<file path="config.mk">
export PLATFORM = sky130hd
export DESIGN_NAME = bounded_item_list_with_match_unit_flat
export DESIGN_NICKNAME = d
export VERILOG_FILES = /design/src/hw/rtl/blim_pkg.sv /design/src/hw/rtl/blim_if.sv /design/src/hw/rtl/blim_ctrl.sv /design/src/hw/rtl/blim_dp.sv /design/src/hw/rtl/bounded_item_list_with_match_unit.sv /design/src/flat_wrapper.sv
export SDC_FILE = /design/constraint.sdc
export NUM_CORES = 1
export LEC_CHECK = 0
export ABC_AREA = 1
export BUFFER_PORTS_ARGS = -buffer_cell sky130_fd_sc_hd__clkbuf_2
export CAP_MARGIN = 20
export CORE_UTILIZATION = 55
export DETAILED_ROUTE_END_ITERATION = 10
export PLACE_DENSITY = 0.74
export SYNTH_ARGS = -nofsm -noshare
export SYNTH_HDL_FRONTEND = slang
export SYNTH_SLANG_ARGS = --single-unit
export TNS_END_PERCENT = 1
</file>
<file path="constraint.sdc">
create_clock -name clk -period 3.62 [get_ports clk]
set_input_delay 0.181 -clock clk [delete_from_list [all_inputs] [get_ports clk]]
set_output_delay 0.181 -clock clk [all_outputs]
set_load 0.1 [all_outputs]
</file>
<file path="src/hw/rtl/blim_pkg.sv">
// Shared constants, operation codes and controller/datapath types for the item list.
package blim_pkg;

    localparam int DEF_MAX_SLOTS = 8;
    localparam int DEF_ID_BITS   = 16;

    localparam int KEY_W  = 16;
    localparam int OP_W   = 3;
    localparam int CAP_W  = 4;
    localparam int STAT_W = 4;

    localparam logic [CAP_W-1:0]  CAP_RESET = 4'd8;
    localparam logic [STAT_W-1:0] STAT_MAX  = 4'hF;

    localparam logic [OP_W-1:0] OP_APPEND  = 3'd0;
    localparam logic [OP_W-1:0] OP_REMOVE  = 3'd1;
    localparam logic [OP_W-1:0] OP_POP_OLD = 3'd2;
    localparam logic [OP_W-1:0] OP_POP_NEW = 3'd3;
    localparam logic [OP_W-1:0] OP_QUERY   = 3'd4;

    typedef struct packed {
        logic latch;
        logic scan;
        logic exec;
        logic shift;
        logic dec_count;
        logic load_res;
    } cmd_t;

    typedef struct packed {
        logic walk_done;
        logic need_shift;
    } stat_t;

endpackage

</file>
<file path="src/hw/rtl/blim_if.sv">
// Channel interfaces for requests, results and the capacity register write.
interface blim_req_if import blim_pkg::*; ();
    logic              valid;
    logic              ready;
    logic [OP_W-1:0]   op;
    logic [KEY_W-1:0]  key;

    modport source (output valid, output op, output key, input ready);
    modport sink   (input valid, input op, input key, output ready);
endinterface

interface blim_res_if import blim_pkg::*; ();
    logic              valid;
    logic              ready;
    logic              ok;
    logic [KEY_W-1:0]  item;
    logic [STAT_W-1:0] match_count;
    logic [STAT_W-1:0] fill_level;
    logic              full_res;
    logic              empty_res;

    modport source (output valid, output ok, output item, output match_count,
                    output fill_level, output full_res, output empty_res, input ready);
    modport sink   (input valid, input ok, input item, input match_count,
                    input fill_level, input full_res, input empty_res, output ready);
endinterface

interface blim_cfg_if import blim_pkg::*; ();
    logic             valid;
    logic             ready;
    logic [CAP_W-1:0] data;

    modport source (output valid, output data, input ready);
    modport sink   (input valid, input data, output ready);
endinterface

</file>
<file path="src/hw/rtl/blim_ctrl.sv">
// Sequencing state machine for one list operation: scan, execute, compact, report.
module blim_ctrl import blim_pkg::*; (
    input  logic  clk,
    input  logic  rst_n,
    input  logic  in_valid,
    output logic  in_ready,
    output logic  out_valid,
    input  logic  out_ready,
    input  stat_t stat,
    output cmd_t  cmd
);

    typedef enum logic [2:0] {
        S_IDLE,
        S_SCAN,
        S_EXEC,
        S_SHIFT,
        S_DONE
    } state_t;

    state_t state_reg;
    state_t state_next;
    logic   out_valid_reg;

    assign in_ready  = (state_reg == S_IDLE);
    assign out_valid = out_valid_reg;

    always_comb
    begin
        cmd.latch     = (state_reg == S_IDLE) && in_valid;
        cmd.scan      = (state_reg == S_SCAN);
        cmd.exec      = (state_reg == S_EXEC);
        cmd.shift     = (state_reg == S_SHIFT);
        cmd.dec_count = (state_reg == S_SHIFT) && stat.walk_done;
        // The result register is free, or its transaction completes this cycle.
        cmd.load_res  = (state_reg == S_DONE) && (!out_valid_reg || out_ready);
    end

    always_comb
    begin
        state_next = state_reg;
        unique case (state_reg)
            S_IDLE:
            begin
                if (in_valid)
                    state_next = S_SCAN;
            end
            S_SCAN:
            begin
                if (stat.walk_done)
                    state_next = S_EXEC;
            end
            S_EXEC:
            begin
                state_next = stat.need_shift ? S_SHIFT : S_DONE;
            end
            S_SHIFT:
            begin
                if (stat.walk_done)
                    state_next = S_DONE;
            end
            S_DONE:
            begin
                if (!out_valid_reg || out_ready)
                    state_next = S_IDLE;
            end
            default:
            begin
                state_next = S_IDLE;
            end
        endcase
    end

    always_ff @(posedge clk or negedge rst_n)
    begin
        if (!rst_n)
        begin
            state_reg     <= S_IDLE;
            out_valid_reg <= 1'b0;
        end
        else
        begin
            state_reg <= state_next;
            if (cmd.load_res)
                out_valid_reg <= 1'b1;
            else if (out_ready)
                out_valid_reg <= 1'b0;
        end
    end

endmodule

</file>
<file path="src/hw/rtl/blim_dp.sv">
// Datapath: slot memory, fill count, capacity register, scan counters and result register.
module blim_dp import blim_pkg::*; #(
    parameter int MAX_SLOTS = DEF_MAX_SLOTS,
    parameter int ID_BITS   = DEF_ID_BITS
) (
    input  logic              clk,
    input  logic              rst_n,
    input  cmd_t              cmd,
    output stat_t             stat,
    input  logic [OP_W-1:0]   in_op,
    input  logic [KEY_W-1:0]  in_key,
    input  logic              cfg_we,
    input  logic [CAP_W-1:0]  cfg_data,
    output logic              res_ok,
    output logic [KEY_W-1:0]  res_item,
    output logic [STAT_W-1:0] res_match_count,
    output logic [STAT_W-1:0] res_fill_level,
    output logic              res_full,
    output logic              res_empty
);

    localparam int CNT_W = $clog2(MAX_SLOTS + 1);
    localparam int AW    = (MAX_SLOTS > 1) ? $clog2(MAX_SLOTS) : 1;
    localparam int CMP_W = (CNT_W > CAP_W) ? CNT_W : CAP_W;
    localparam logic [CNT_W-1:0] MAX_CNT = CNT_W'(MAX_SLOTS);

    logic [ID_BITS-1:0] mem [MAX_SLOTS];
    logic [ID_BITS-1:0] rdata_reg;

    logic [OP_W-1:0]    op_reg;
    logic [ID_BITS-1:0] key_reg;
    logic [CNT_W-1:0]   count_reg;
    logic [CAP_W-1:0]   cap_reg;
    logic [CNT_W-1:0]   rd_idx_reg;
    logic               pend_reg;
    logic [CNT_W-1:0]   pend_idx_reg;
    logic [CNT_W-1:0]   matches_reg;
    logic               found_reg;
    logic [CNT_W-1:0]   first_reg;
    logic [ID_BITS-1:0] head_reg;
    logic [ID_BITS-1:0] tail_reg;
    logic               exec_ok_reg;
    logic [ID_BITS-1:0] exec_item_reg;

    logic               res_ok_reg;
    logic [KEY_W-1:0]   res_item_reg;
    logic [STAT_W-1:0]  res_match_reg;
    logic [STAT_W-1:0]  res_fill_reg;
    logic               res_full_reg;
    logic               res_empty_reg;

    logic [CMP_W-1:0]   cap_ext;
    logic [CMP_W-1:0]   cap_eff;
    logic [CMP_W-1:0]   count_ext;
    logic               has_room;
    logic               is_full;
    logic               nonempty;
    logic               rd_more;
    logic               rd_en;
    logic               wr_en;
    logic [AW-1:0]      wr_addr;
    logic [ID_BITS-1:0] wr_data;
    logic [CNT_W-1:0]   pend_prev;
    logic               do_append;
    logic               do_pop_new;

    logic               exec_ok;
    logic [ID_BITS-1:0] exec_item;
    logic               need_shift;
    logic [CNT_W-1:0]   shift_start;

    function automatic logic [STAT_W-1:0] sat_stat(input logic [CNT_W-1:0] v);
        logic [CMP_W-1:0] w;
        w = CMP_W'(v);
        return (w > CMP_W'(STAT_MAX)) ? STAT_MAX : STAT_W'(w);
    endfunction

    // Capacity above the slot count saturates at the slot count.
    assign cap_ext   = CMP_W'(cap_reg);
    assign cap_eff   = (cap_ext > CMP_W'(MAX_SLOTS)) ? CMP_W'(MAX_SLOTS) : cap_ext;
    assign count_ext = CMP_W'(count_reg);
    assign has_room  = count_ext < cap_eff;
    assign is_full   = count_ext >= cap_eff;
    assign nonempty  = (count_reg != '0);
    assign rd_more   = rd_idx_reg < count_reg;

    always_comb
    begin
        exec_ok     = 1'b0;
        exec_item   = '0;
        need_shift  = 1'b0;
        shift_start = '0;
        unique case (op_reg)
            OP_APPEND:
            begin
                exec_ok = has_room;
            end
            OP_REMOVE:
            begin
                exec_ok     = found_reg;
                need_shift  = found_reg;
                shift_start = first_reg;
            end
            OP_POP_OLD:
            begin
                exec_ok    = nonempty;
                exec_item  = nonempty ? head_reg : '0;
                need_shift = nonempty;
            end
            OP_POP_NEW:
            begin
                exec_ok   = nonempty;
                exec_item = nonempty ? tail_reg : '0;
            end
            OP_QUERY:
            begin
                exec_ok = found_reg;
            end
            default:
            begin
                exec_ok = 1'b0;
            end
        endcase
    end

    assign do_append  = cmd.exec && (op_reg == OP_APPEND) && has_room;
    assign do_pop_new = cmd.exec && (op_reg == OP_POP_NEW) && nonempty;

    // Compaction reads entry i+1 while the entry fetched in the previous cycle lands one place down.
    assign rd_en     = (cmd.scan || cmd.shift) && rd_more;
    assign pend_prev = pend_idx_reg - 1'b1;
    assign wr_en     = do_append || (cmd.shift && pend_reg);
    assign wr_addr   = cmd.shift ? pend_prev[AW-1:0] : count_reg[AW-1:0];
    assign wr_data   = cmd.shift ? rdata_reg : key_reg;

    assign stat.walk_done  = !rd_more && !pend_reg;
    assign stat.need_shift = need_shift;

    always_ff @(posedge clk)
    begin
        if (wr_en)
            mem[wr_addr] <= wr_data;
        if (rd_en)
            rdata_reg <= mem[rd_idx_reg[AW-1:0]];
    end

    always_ff @(posedge clk or negedge rst_n)
    begin
        if (!rst_n)
        begin
            count_reg  <= '0;
            cap_reg    <= CAP_RESET;
            pend_reg   <= 1'b0;
            rd_idx_reg <= '0;
        end
        else
        begin
            if (cfg_we)
                cap_reg <= cfg_data;

            if (do_append)
                count_reg <= count_reg + 1'b1;
            else if (do_pop_new || cmd.dec_count)
                count_reg <= count_reg - 1'b1;

            pend_reg <= rd_en;

            if (cmd.latch)
                rd_idx_reg <= '0;
            else if (cmd.exec)
                rd_idx_reg <= shift_start + 1'b1;
            else if (rd_en)
                rd_idx_reg <= rd_idx_reg + 1'b1;
        end
    end

    always_ff @(posedge clk)
    begin
        if (cmd.latch)
        begin
            op_reg      <= in_op;
            key_reg     <= ID_BITS'(in_key);
            matches_reg <= '0;
            found_reg   <= 1'b0;
            first_reg   <= '0;
        end

        if (rd_en)
            pend_idx_reg <= rd_idx_reg;

        if (cmd.scan && pend_reg)
        begin
            if (rdata_reg == key_reg)
            begin
                matches_reg <= matches_reg + 1'b1;
                if (!found_reg)
                begin
                    found_reg <= 1'b1;
                    first_reg <= pend_idx_reg;
                end
            end
            if (pend_idx_reg == '0)
                head_reg <= rdata_reg;
            if (pend_idx_reg + 1'b1 == count_reg)
                tail_reg <= rdata_reg;
        end

        if (cmd.exec)
        begin
            exec_ok_reg   <= exec_ok;
            exec_item_reg <= exec_item;
        end

        if (cmd.load_res)
        begin
            res_ok_reg    <= exec_ok_reg;
            res_item_reg  <= KEY_W'(exec_item_reg);
            res_match_reg <= sat_stat(matches_reg);
            res_fill_reg  <= sat_stat(count_reg);
            res_full_reg  <= is_full;
            res_empty_reg <= !nonempty;
        end
    end

    assign res_ok          = res_ok_reg;
    assign res_item        = res_item_reg;
    assign res_match_count = res_match_reg;
    assign res_fill_level  = res_fill_reg;
    assign res_full        = res_full_reg;
    assign res_empty       = res_empty_reg;

`ifndef SYNTHESIS
    a_count_bound: assert property (@(posedge clk) disable iff (!rst_n)
        count_reg <= MAX_CNT)
        else $error("fill count exceeds slot count");

    a_append_grows: assert property (@(posedge clk) disable iff (!rst_n)
        do_append |=> count_reg == $past(count_reg) + 1'b1)
        else $error("accepted append did not grow the list by one");

    a_dec_nonempty: assert property (@(posedge clk) disable iff (!rst_n)
        cmd.dec_count |-> count_reg != '0)
        else $error("compaction finished on an empty list");

    a_matches_bound: assert property (@(posedge clk) disable iff (!rst_n)
        cmd.exec |-> matches_reg <= count_reg)
        else $error("match count larger than fill count");
`endif

endmodule

</file>
<file path="src/hw/rtl/bounded_item_list_with_match_unit.sv">
// Top level of the bounded item list with associative match.
//
//  Channel  Direction  Payload                                                 Handshake
//  req      sink       op, key                                                 valid/ready
//  res      source     ok, item, match_count, fill_level, full_res, empty_res  valid/ready
//  cfg      sink       data (capacity)                                         valid/ready
//
// One operation at a time: every operation scans the slot memory, read one entry a cycle,
// and a remove or pop-oldest that takes an entry reads it again for the compaction.
// A new request is taken while a finished result still waits in the output register.
// Reset clears the fill count and sets capacity to its default; slot contents are not cleared.
// A stalled result channel holds the next result in the datapath until the register frees.
module bounded_item_list_with_match_unit import blim_pkg::*; #(
    parameter int MAX_SLOTS = DEF_MAX_SLOTS,
    parameter int ID_BITS   = DEF_ID_BITS
) (
    input  logic         clk,
    input  logic         rst_n,
    blim_req_if.sink     req,
    blim_res_if.source   res,
    blim_cfg_if.sink     cfg
);

    cmd_t  cmd;
    stat_t stat;

    assign cfg.ready = 1'b1;

    blim_ctrl u_ctrl (
        .clk       (clk),
        .rst_n     (rst_n),
        .in_valid  (req.valid),
        .in_ready  (req.ready),
        .out_valid (res.valid),
        .out_ready (res.ready),
        .stat      (stat),
        .cmd       (cmd)
    );

    blim_dp #(
        .MAX_SLOTS (MAX_SLOTS),
        .ID_BITS   (ID_BITS)
    ) u_dp (
        .clk             (clk),
        .rst_n           (rst_n),
        .cmd             (cmd),
        .stat            (stat),
        .in_op           (req.op),
        .in_key          (req.key),
        .cfg_we          (cfg.valid && cfg.ready),
        .cfg_data        (cfg.data),
        .res_ok          (res.ok),
        .res_item        (res.item),
        .res_match_count (res.match_count),
        .res_fill_level  (res.fill_level),
        .res_full        (res.full_res),
        .res_empty       (res.empty_res)
    );

endmodule
</file>
<file path="src/flat_wrapper.sv">
// flat-port wrapper written by rule: the top's interface ports become plain ports
module bounded_item_list_with_match_unit_flat import blim_pkg::*;
#(
    parameter int MAX_SLOTS = DEF_MAX_SLOTS,
    parameter int ID_BITS   = DEF_ID_BITS
)
  (clk, rst_n, req_valid, req_op, req_key, req_ready, res_valid, res_ok, res_item, res_match_count, res_fill_level, res_full_res, res_empty_res, res_ready, cfg_valid, cfg_data, cfg_ready);
  blim_req_if req_i ();
  blim_res_if res_i ();
  blim_cfg_if cfg_i ();
  input  logic clk;
  input  logic rst_n;
  input wire logic [$bits(req_i.valid)-1:0] req_valid;
  input wire logic [$bits(req_i.op)-1:0] req_op;
  input wire logic [$bits(req_i.key)-1:0] req_key;
  output wire logic [$bits(req_i.ready)-1:0] req_ready;
  output wire logic [$bits(res_i.valid)-1:0] res_valid;
  output wire logic [$bits(res_i.ok)-1:0] res_ok;
  output wire logic [$bits(res_i.item)-1:0] res_item;
  output wire logic [$bits(res_i.match_count)-1:0] res_match_count;
  output wire logic [$bits(res_i.fill_level)-1:0] res_fill_level;
  output wire logic [$bits(res_i.full_res)-1:0] res_full_res;
  output wire logic [$bits(res_i.empty_res)-1:0] res_empty_res;
  input wire logic [$bits(res_i.ready)-1:0] res_ready;
  input wire logic [$bits(cfg_i.valid)-1:0] cfg_valid;
  input wire logic [$bits(cfg_i.data)-1:0] cfg_data;
  output wire logic [$bits(cfg_i.ready)-1:0] cfg_ready;
  assign req_i.valid = req_valid;
  assign req_i.op = req_op;
  assign req_i.key = req_key;
  assign req_ready = req_i.ready;
  assign res_valid = res_i.valid;
  assign res_ok = res_i.ok;
  assign res_item = res_i.item;
  assign res_match_count = res_i.match_count;
  assign res_fill_level = res_i.fill_level;
  assign res_full_res = res_i.full_res;
  assign res_empty_res = res_i.empty_res;
  assign res_i.ready = res_ready;
  assign cfg_i.valid = cfg_valid;
  assign cfg_i.data = cfg_data;
  assign cfg_ready = cfg_i.ready;
  bounded_item_list_with_match_unit #(.MAX_SLOTS(MAX_SLOTS), .ID_BITS(ID_BITS)) u_core (.clk(clk), .rst_n(rst_n), .req(req_i), .res(res_i), .cfg(cfg_i));
endmodule
</file>
==> Yosys cells after proc, flatten, opt, wreduce, memory -nomap -nowiden <==
Memories as Yosys holds them, arrays and structs flattened. A register that Yosys moved wholly into a read port is not among the register bits.
Cells that the tools add are included.
{ "word_totals": {"ram_bits": 128, "mem_count": 1, "word_cells": 116, "reg_bits": 125, "inputBits": 28} }
{ "op_classes": {"magnitude_cmp": 6, "n_addsub": 7, "mux": 35, "n_eq_ne": 14, "reduce_logical": 31} }
{ "mem_list": {"columns": ["memory", "words", "width", "rd", "rd_clocked_by_memory_dff", "write_ports", "line_no", "text"], "rows": [
  ["u_core.u_dp.mem", 8, 16, 1, 1, 1, "blim_dp.sv:27", "logic [ID_BITS-1:0] mem [MAX_SLOTS];"]
]} }
{ "op_table": {"columns": ["op", "n"], "rows": [
  ["$mux 4", 14],
  ["$mux 16", 3],
  ["$pmux 16 s2", 1],
  ["$add 4x1->4 const B", 5],
  ["$mux 3", 6],
  ["$eq 16x16->1", 1],
  ["$pmux 3 s5", 1],
  ["$eq 3x2->1 const B", 4],
  ["$gt 4x4->1 const B", 3],
  ["$logic_and 1x1->1", 11],
  ["$lt 4x4->1", 2],
  ["$mux 1", 8],
  ["$eq 3x1->1 const B", 2],
  ["$eq 3x3->1 const B", 2],
  ["$logic_not 3->1", 2],
  ["$ne 2x1->1 const B", 3],
  ["$eq 4x4->1", 1],
  ["$ge 4x4->1", 1],
  ["$logic_not 1->1", 4],
  ["$logic_not 4->1", 1],
  ["$logic_or 1x1->1", 4],
  ["$reduce_and 2->1", 2],
  ["$reduce_and 4->1", 1],
  ["$reduce_bool 2->1", 2],
  ["other kinds (8)", 9]
]} }

==> Longest topological paths before layout <==
{ "depth": {"word_depth": 7, "depth_mapped": 18, "depth_no_buf": 18} }

==> Cells and area by module <==
From an unflattened synthesis, not the netlist that was laid out.
{ "hier_totals": {"cells_unflattened": 972, "area_unflattened_um2": 11293.3} }
{ "by_module_without_submodules": {"columns": ["mod", "instances", "cells_each", "area_each_um2"], "rows": [
  ["blim_dp", 1, 928, 10991.8],
  ["blim_ctrl", 1, 42, 290.3],
  ["bounded_item_list_with_match_unit", 1, 2, 11.3]
]} }

==> Worst setup path before layout <==
Ideal clock, no wire load.
{ "synth_path": {"path_kind": "reg2reg", "start": "reg u_core.u_ctrl.state_reg[0]", "end": "reg u_core.u_dp.key_reg[0] (enable)", "n_path_buf": 0, "setup_slack_ns": 0.431, "stages_incl_launch_ff": 4, "period_less_slack_ns": 3.189, "setup_ns": 0.375, "arrival_time_ns": 2.814, "cell_sequence": "dfrtp_1 -> nor3_2 -> nand2_1 -> inv_1"} }
{ "synth_rtl": {"columns": ["item", "line_no", "text"], "rows": [
  ["from (decl)", "blim_ctrl.sv:21", "state_t state_reg;"],
  ["from (signal assigned)", "blim_ctrl.sv:83", "state_reg <= state_next;"],
  ["to (signal assigned)", "blim_dp.sv:182", "key_reg <= ID_BITS'(in_key);"],
  ["to (decl)", "blim_dp.sv:31", "logic [ID_BITS-1:0] key_reg;"]
]} }

==> Worst setup path after layout <==
{ "layout_path": {"start": "reg u_core.u_dp.cap_reg[3] (netlist: u_core.u_dp.cap_ext[3])", "end": "mem u_core.u_dp.mem[5][11] (netlist name) (enable)"} }
{ "layout_via": {"elab_chain_cells": 7} }
{ "layout_lines": {"columns": ["item", "line_no", "text"], "rows": [
  ["from (decl)", "blim_dp.sv:33", "logic [CAP_W-1:0] cap_reg;"],
  ["from (signal assigned)", "blim_dp.sv:159", "cap_reg <= cfg_data;"],
  ["$gt 4x4->1", "blim_dp.sv:80", "assign cap_eff = (cap_ext > CMP_W'(MAX_SLOTS)) ? CMP_W'(MAX_SLOTS) : cap_ext;"],
  ["$mux 4 (*)", "blim_dp.sv:80", null],
  ["$lt 4x4->1 (*)", "blim_dp.sv:82", "assign has_room = count_ext < cap_eff;"],
  ["$logic_and 1x1->1 (*)", "blim_dp.sv:126", "assign do_append = cmd.exec && (op_reg == OP_APPEND) && has_room;"],
  ["$logic_or 1x1->1 (*)", "blim_dp.sv:132", "assign wr_en = do_append || (cmd.shift && pend_reg);"],
  ["$mux 1 (*)", "blim_dp.sv:141", "if (wr_en)"],
  ["$mux 1 (not written as such) (*)", "blim_dp.sv:142", "mem[wr_addr] <= wr_data;"],
  ["to (decl)", "blim_dp.sv:27", null]
]} }
Every way passes the cells marked *; elsewhere a longest branch is shown, timed or not.

==> results.md <==
- Once the clock tree was built, the setup fixing pass inserted 0 buffers.
- The die covers 21,030 um2.
- The met3 wire length is 1234 um.
- Measured on the finished design, the core utilization comes to 0.6656.
- The number of H-tree levels is 1.
- The number of antenna violations at the first check in global routing is 0.
- The cell area that synthesis handed to floorplanning was 11,250 um2.
- The floorplan step set the die width to approximately 150 um.
- The part of the cycle the worst path needs is 0.7634.
- Dividing the detail-routed wire length by the instance count gives 16.75 um.
- Counting every sink on the clock net gives 269.
- Pin placement for this block handled 58 I/O pins.
- The detailed router put a total of 9747 um of wire on met1.
- The first-iteration detailed-routing DRC count is 616.
- Clock-pin slew was measured on the worst setup and hold paths at around 0.060 ns.
- Buffers inserted during clock tree synthesis total 27.
- The critical path starts at u_core.u_dp.cap_ext[3]$_DFFE_PN1P_.
- The first global-routing pass estimated 36,510 um of wire.
- The total global routing track utilization is 0.2205.
- At the placement stage, the worst setup path has a slack of between 0.8 and 0.9 ns.
- Walking the worst path, the cells encountered are inv_1, o21ai_0, ha_1, inv_1, o21bai_1, nand2_1, nand3_1, o21ai_2, nand2_1, nor2_1, buf_12.
- For this configuration, the core starts out at a cell density of 0.5688.
- The first detailed-routing pass ran for 7 iterations.
- The maximum fanout count along the critical path is 12.
- The total routed wirelength is 22,730 um.
- The net count of the mapped netlist is 1,007.
- For this run, the register share of the synthesized area comes to 0.7024.
- The number of global-route vias before repair is 6,951.
- The slowest stage cell on the critical path is sky130_fd_sc_hd__dfstp_2.
- The total grt overflow is 0.
- The placer's final routability congestion estimate is around 0.86.
- In this run the mean area of a mapped cell was 11.67 um2.
- The sum of negative setup slack is 0 ns.
- The later pin in the worst-skew pair is clocked with a latency of 0.54 ns.
- The buffer levels on the longest clock path is 3.
- The synthesis-to-layout area growth is 17.01%.
- The total count of hold-check failures in the final report is 0.
- The flip-flop count of the largest register after layout is 128.
- The count of warnings emitted by yosys is 0.
- The highest clock frequency the design can meet is 361.8 MHz.
- The worst setup path is launched from a register.
- The data arrival time at the worst-slack endpoint is 3.01 ns.
- The run finished with clean final reports.
- In this run, synthesis inferred 243 flip-flops with an integrated enable.
- The detailed-placement wirelength estimate is 14,060 um.
- The startpoint of the lowest-slack register-to-register path is u_core.u_dp.cap_ext[3]$_DFFE_PN1P_.
- The TritonCTS clock tree is built.
- The total buffers and inverters traversed by the critical path is 3.
- The maximum ir drop on the vdd rail is 399.3 uV.
- The area of the placeable core is 19,780 um2.
- In this run the power density over the cells is 812.5 nW/um2.
- The overall die height is about 150 um.
- The transition time at the pin with the least slew margin is 1.101 ns.
- The number of antenna diodes in the final layout is 0.
- Measured against its own limit, the worst slew margin works out to 0.2582.
- The register bank with the most flops is u_core.u_dp.mem.
- The detail route stage leaves a number of antenna-violating nets equal to 0.
- The worst min-delay path class is in2async.
- The average via count per standard cell is approximately 5.4.
- The count of pins over their slew limit is 0.
- The number of nets in the layout is 1,114.
- The number of placed instances, taps included, is 1,270.
- The peak per-stage delay on the critical path is roughly 0.53 ns.
- The cell row count is 51.
- The critical path in this run is classified as reg2reg.
- The count of distinct cell types in the synthesized netlist is 42.
- The synthesized design contains 269 register bits.
- The met2 layer wire length in the routed design is 11,170 um.
- During placement, the flow inserted port buffers numbering 56.
- The reported max-cap violation count is 0.
- Grouping stages by cell kind, the critical path spends the most delay in simple AND/OR/NAND/NOR gates.
- The worst setup path is captured at a register.
- The critical path required time is 3.87 ns.
- Clock skew on the completed layout was measured at 0.02442 ns.
- The worst slack on hold paths is ~0.12 ns.
- Setup repair after global routing left no endpoint under its margin.
- The most used flip-flop cell after synthesis is sky130_fd_sc_hd__edfxtp_1.
- Post-CTS repair changed the size of 0 cells.
- The final critical-path required period is 2.764 ns.
- The highest metal layer carrying signal wires in the routed design is met4.
- After detailed routing, the number of remaining DRC violations is 0.
- The cell at the root of the clock tree is sky130_fd_sc_hd__clkbuf_16.
- The maximum number of pins on one net before global-route repair is 67.
- Once layout is complete, the cells apart from fillers number 1,357.
- The worst path meets setup with 0.8564 ns of slack.
- In the synthesized netlist the async set-or-reset flop fraction comes to 0.06320.
- In the synthesized netlist, the number of instances is 964.
- The count of final setup violators is 0.
- The final route contains 7,283 vias.
- The analysis attributes to cell leakage a power of a little over 5 nW.
- The ratio of cells with drive above 1 in the final layout is 0.1419.
cell type report:
| class | instances | area, um2 |
|---|---|---|
| inverters | 84 | 317.8 |
| fillers | 1429 | 6615 |
| clock buffers | 33 | 698.2 |
| repair buffers | 112 | 838.3 |
| flip-flops and latches | 269 | 7905 |
| clock inverters | 17 | 186.4 |
| multi-input cells | 577 | 2889 |
| well taps | 265 | 331.6 |
worst register-to-register path, stage by stage, from the launching register on:
cell and delay (ns):
sky130_fd_sc_hd__dfstp_2 0.53, sky130_fd_sc_hd__inv_1 0.08, sky130_fd_sc_hd__o21ai_0 0.20, sky130_fd_sc_hd__ha_1 0.28, sky130_fd_sc_hd__inv_1 0.06, sky130_fd_sc_hd__o21bai_1 0.06, sky130_fd_sc_hd__nand2_1 0.08, sky130_fd_sc_hd__nand3_1 0.22
sky130_fd_sc_hd__o21ai_2 0.20, sky130_fd_sc_hd__nand2_1 0.11, sky130_fd_sc_hd__nor2_1 0.45, sky130_fd_sc_hd__buf_12 0.22
timing repair:
| item | 4_1_cts | 5_1_grt |
|---|---|---|
| hold buffers | 32 | 0 |
| endpoints found under the setup margin | 0 | 0 |
| endpoints found under the hold margin | 43 | 0 |
metal layers:
| layer | GRT usage | vias to the layer above |
|---|---|---|
| met4 | 0.06702 | 0 |
| met2 | 0.3757 | 211 |
| met1 | 0.2927 | 3490 |
| met5 | 0 | - |
| met3 | 0.03302 | 40 |
| li1 | - | 3542 |
cells by family (layout without fill, tap and decap cells):
| family | Yosys count | in the layout | share of synthesized area |
|---|---|---|---|
| muxes | 2 | 2 | 0.002001 |
| and+or+nand+nor | 440 | 440 | 0.1657 |
| buffers and inverters | 118 | 246 | 0.04159 |
| DFF | 269 | 269 | 0.7024 |
| adders and majority gates | 15 | 15 | 0.01735 |
| other | 1 | 1 | 0.0003333 |
| AOI/OAI and AO/OA | 106 | 106 | 0.05982 |
| xor gates and xnor gates | 13 | 13 | 0.01079 |
final timing paths:
| check | end | slack, ns | cells past startpoint |
|---|---|---|---|
| min reg2reg | u_core.u_dp.res_item[13]$_DFFE_PP_ | 0.42 | 0 |
| max reg2reg | u_core.u_dp.mem[5][11]$_DFFE_PP_ | 0.86 | 11 |
| min in group clk | u_core.u_dp.key_reg[12]$_DFFE_PP_ | 0.37 | 2 |
| max in group asynchronous | u_core.u_dp.cap_ext[3]$_DFFE_PN1P_ | 3.14 | 2 |
| max | u_core.u_dp.mem[5][11]$_DFFE_PP_ | 0.86 | 11 |
| min | u_core.u_dp.rd_idx_reg[2]$_DFFE_PN0P_ | 0.12 | 2 |
cells in the mapped netlist (2+ instances only):
master,instances,area [um2]
sky130_fd_sc_hd__nand2_1,221,829.6
sky130_fd_sc_hd__xnor2_1,7,61.31
sky130_fd_sc_hd__nor2_2,6,37.54
sky130_fd_sc_hd__ha_1,14,175.2
sky130_fd_sc_hd__nor2_1,132,495.5
sky130_fd_sc_hd__nor3_4,2,32.53
sky130_fd_sc_hd__o21ai_2,4,35.03
sky130_fd_sc_hd__inv_1,76,285.3
sky130_fd_sc_hd__dfrtp_1,16,400.4
sky130_fd_sc_hd__dfxtp_1,9,180.2
sky130_fd_sc_hd__clkbuf_1,15,56.30
sky130_fd_sc_hd__mux2_2,2,22.52
sky130_fd_sc_hd__inv_2,7,26.28
sky130_fd_sc_hd__o21ai_1,3,15.01
sky130_fd_sc_hd__nand4_1,4,25.02
sky130_fd_sc_hd__edfxtp_1,243,7297
sky130_fd_sc_hd__a21oi_1,5,25.02
sky130_fd_sc_hd__xor2_1,5,43.79
sky130_fd_sc_hd__nand3_1,62,310.3
sky130_fd_sc_hd__o32ai_1,32,280.3
sky130_fd_sc_hd__nor3_1,3,15.01
sky130_fd_sc_hd__o21ai_0,59,295.3
sky130_fd_sc_hd__buf_1,3,11.26
sky130_fd_sc_hd__nand2_4,2,22.52
sky130_fd_sc_hd__buf_2,15,75.07
metrics by stage:
stage | power, W | instance area (um2)
global route | 0.01128 | 13170
floorplan | 0.006961 | 11250
finish | 0.01070 | 13170
global placement | 0.007785 | 11900
detailed placement | 0.007875 | 11900
CTS | 0.01067 | 13110
report_power, final:
group | leakage [nW] | internal, W | switching [W]
registers | 2.50 | 0.00427 | 0.000396
clock network | 0.436 | 0.00166 | 0.00113
logic | 2.27 | 0.000902 | 0.00235
total | 5.20 | 0.00683 | 0.00387
layout by cell type, fill, tap and decap left out, types with 4 or more instances in the layout:
| cell | count |
|---|---|
| sky130_fd_sc_hd__bufinv_16 | 4 |
| sky130_fd_sc_hd__inv_1 | 76 |
| sky130_fd_sc_hd__nand3_1 | 62 |
| sky130_fd_sc_hd__clkinv_1 | 5 |
| sky130_fd_sc_hd__edfxtp_1 | 243 |
| sky130_fd_sc_hd__o21ai_0 | 59 |
| sky130_fd_sc_hd__buf_4 | 16 |
| sky130_fd_sc_hd__nand4_1 | 4 |
| sky130_fd_sc_hd__clkbuf_1 | 6 |
| sky130_fd_sc_hd__o21ai_2 | 4 |
| sky130_fd_sc_hd__inv_2 | 7 |
| sky130_fd_sc_hd__ha_1 | 14 |
| sky130_fd_sc_hd__clkbuf_2 | 56 |
| sky130_fd_sc_hd__xnor2_1 | 7 |
| sky130_fd_sc_hd__a21oi_1 | 5 |
| sky130_fd_sc_hd__nor2_1 | 131 |
| sky130_fd_sc_hd__nand2_1 | 221 |
| sky130_fd_sc_hd__clkbuf_16 | 27 |
| sky130_fd_sc_hd__nor2_2 | 7 |
| sky130_fd_sc_hd__dfrtp_1 | 15 |
| sky130_fd_sc_hd__dfxtp_1 | 9 |
| sky130_fd_sc_hd__xor2_1 | 5 |
| sky130_fd_sc_hd__clkbuf_4 | 4 |
| sky130_fd_sc_hd__clkinv_2 | 6 |
| sky130_fd_sc_hd__o32ai_1 | 32 |
| sky130_fd_sc_hd__dlygate4sd3_1 | 32 |
Note: power is estimated with default switching activity, not from simulation.
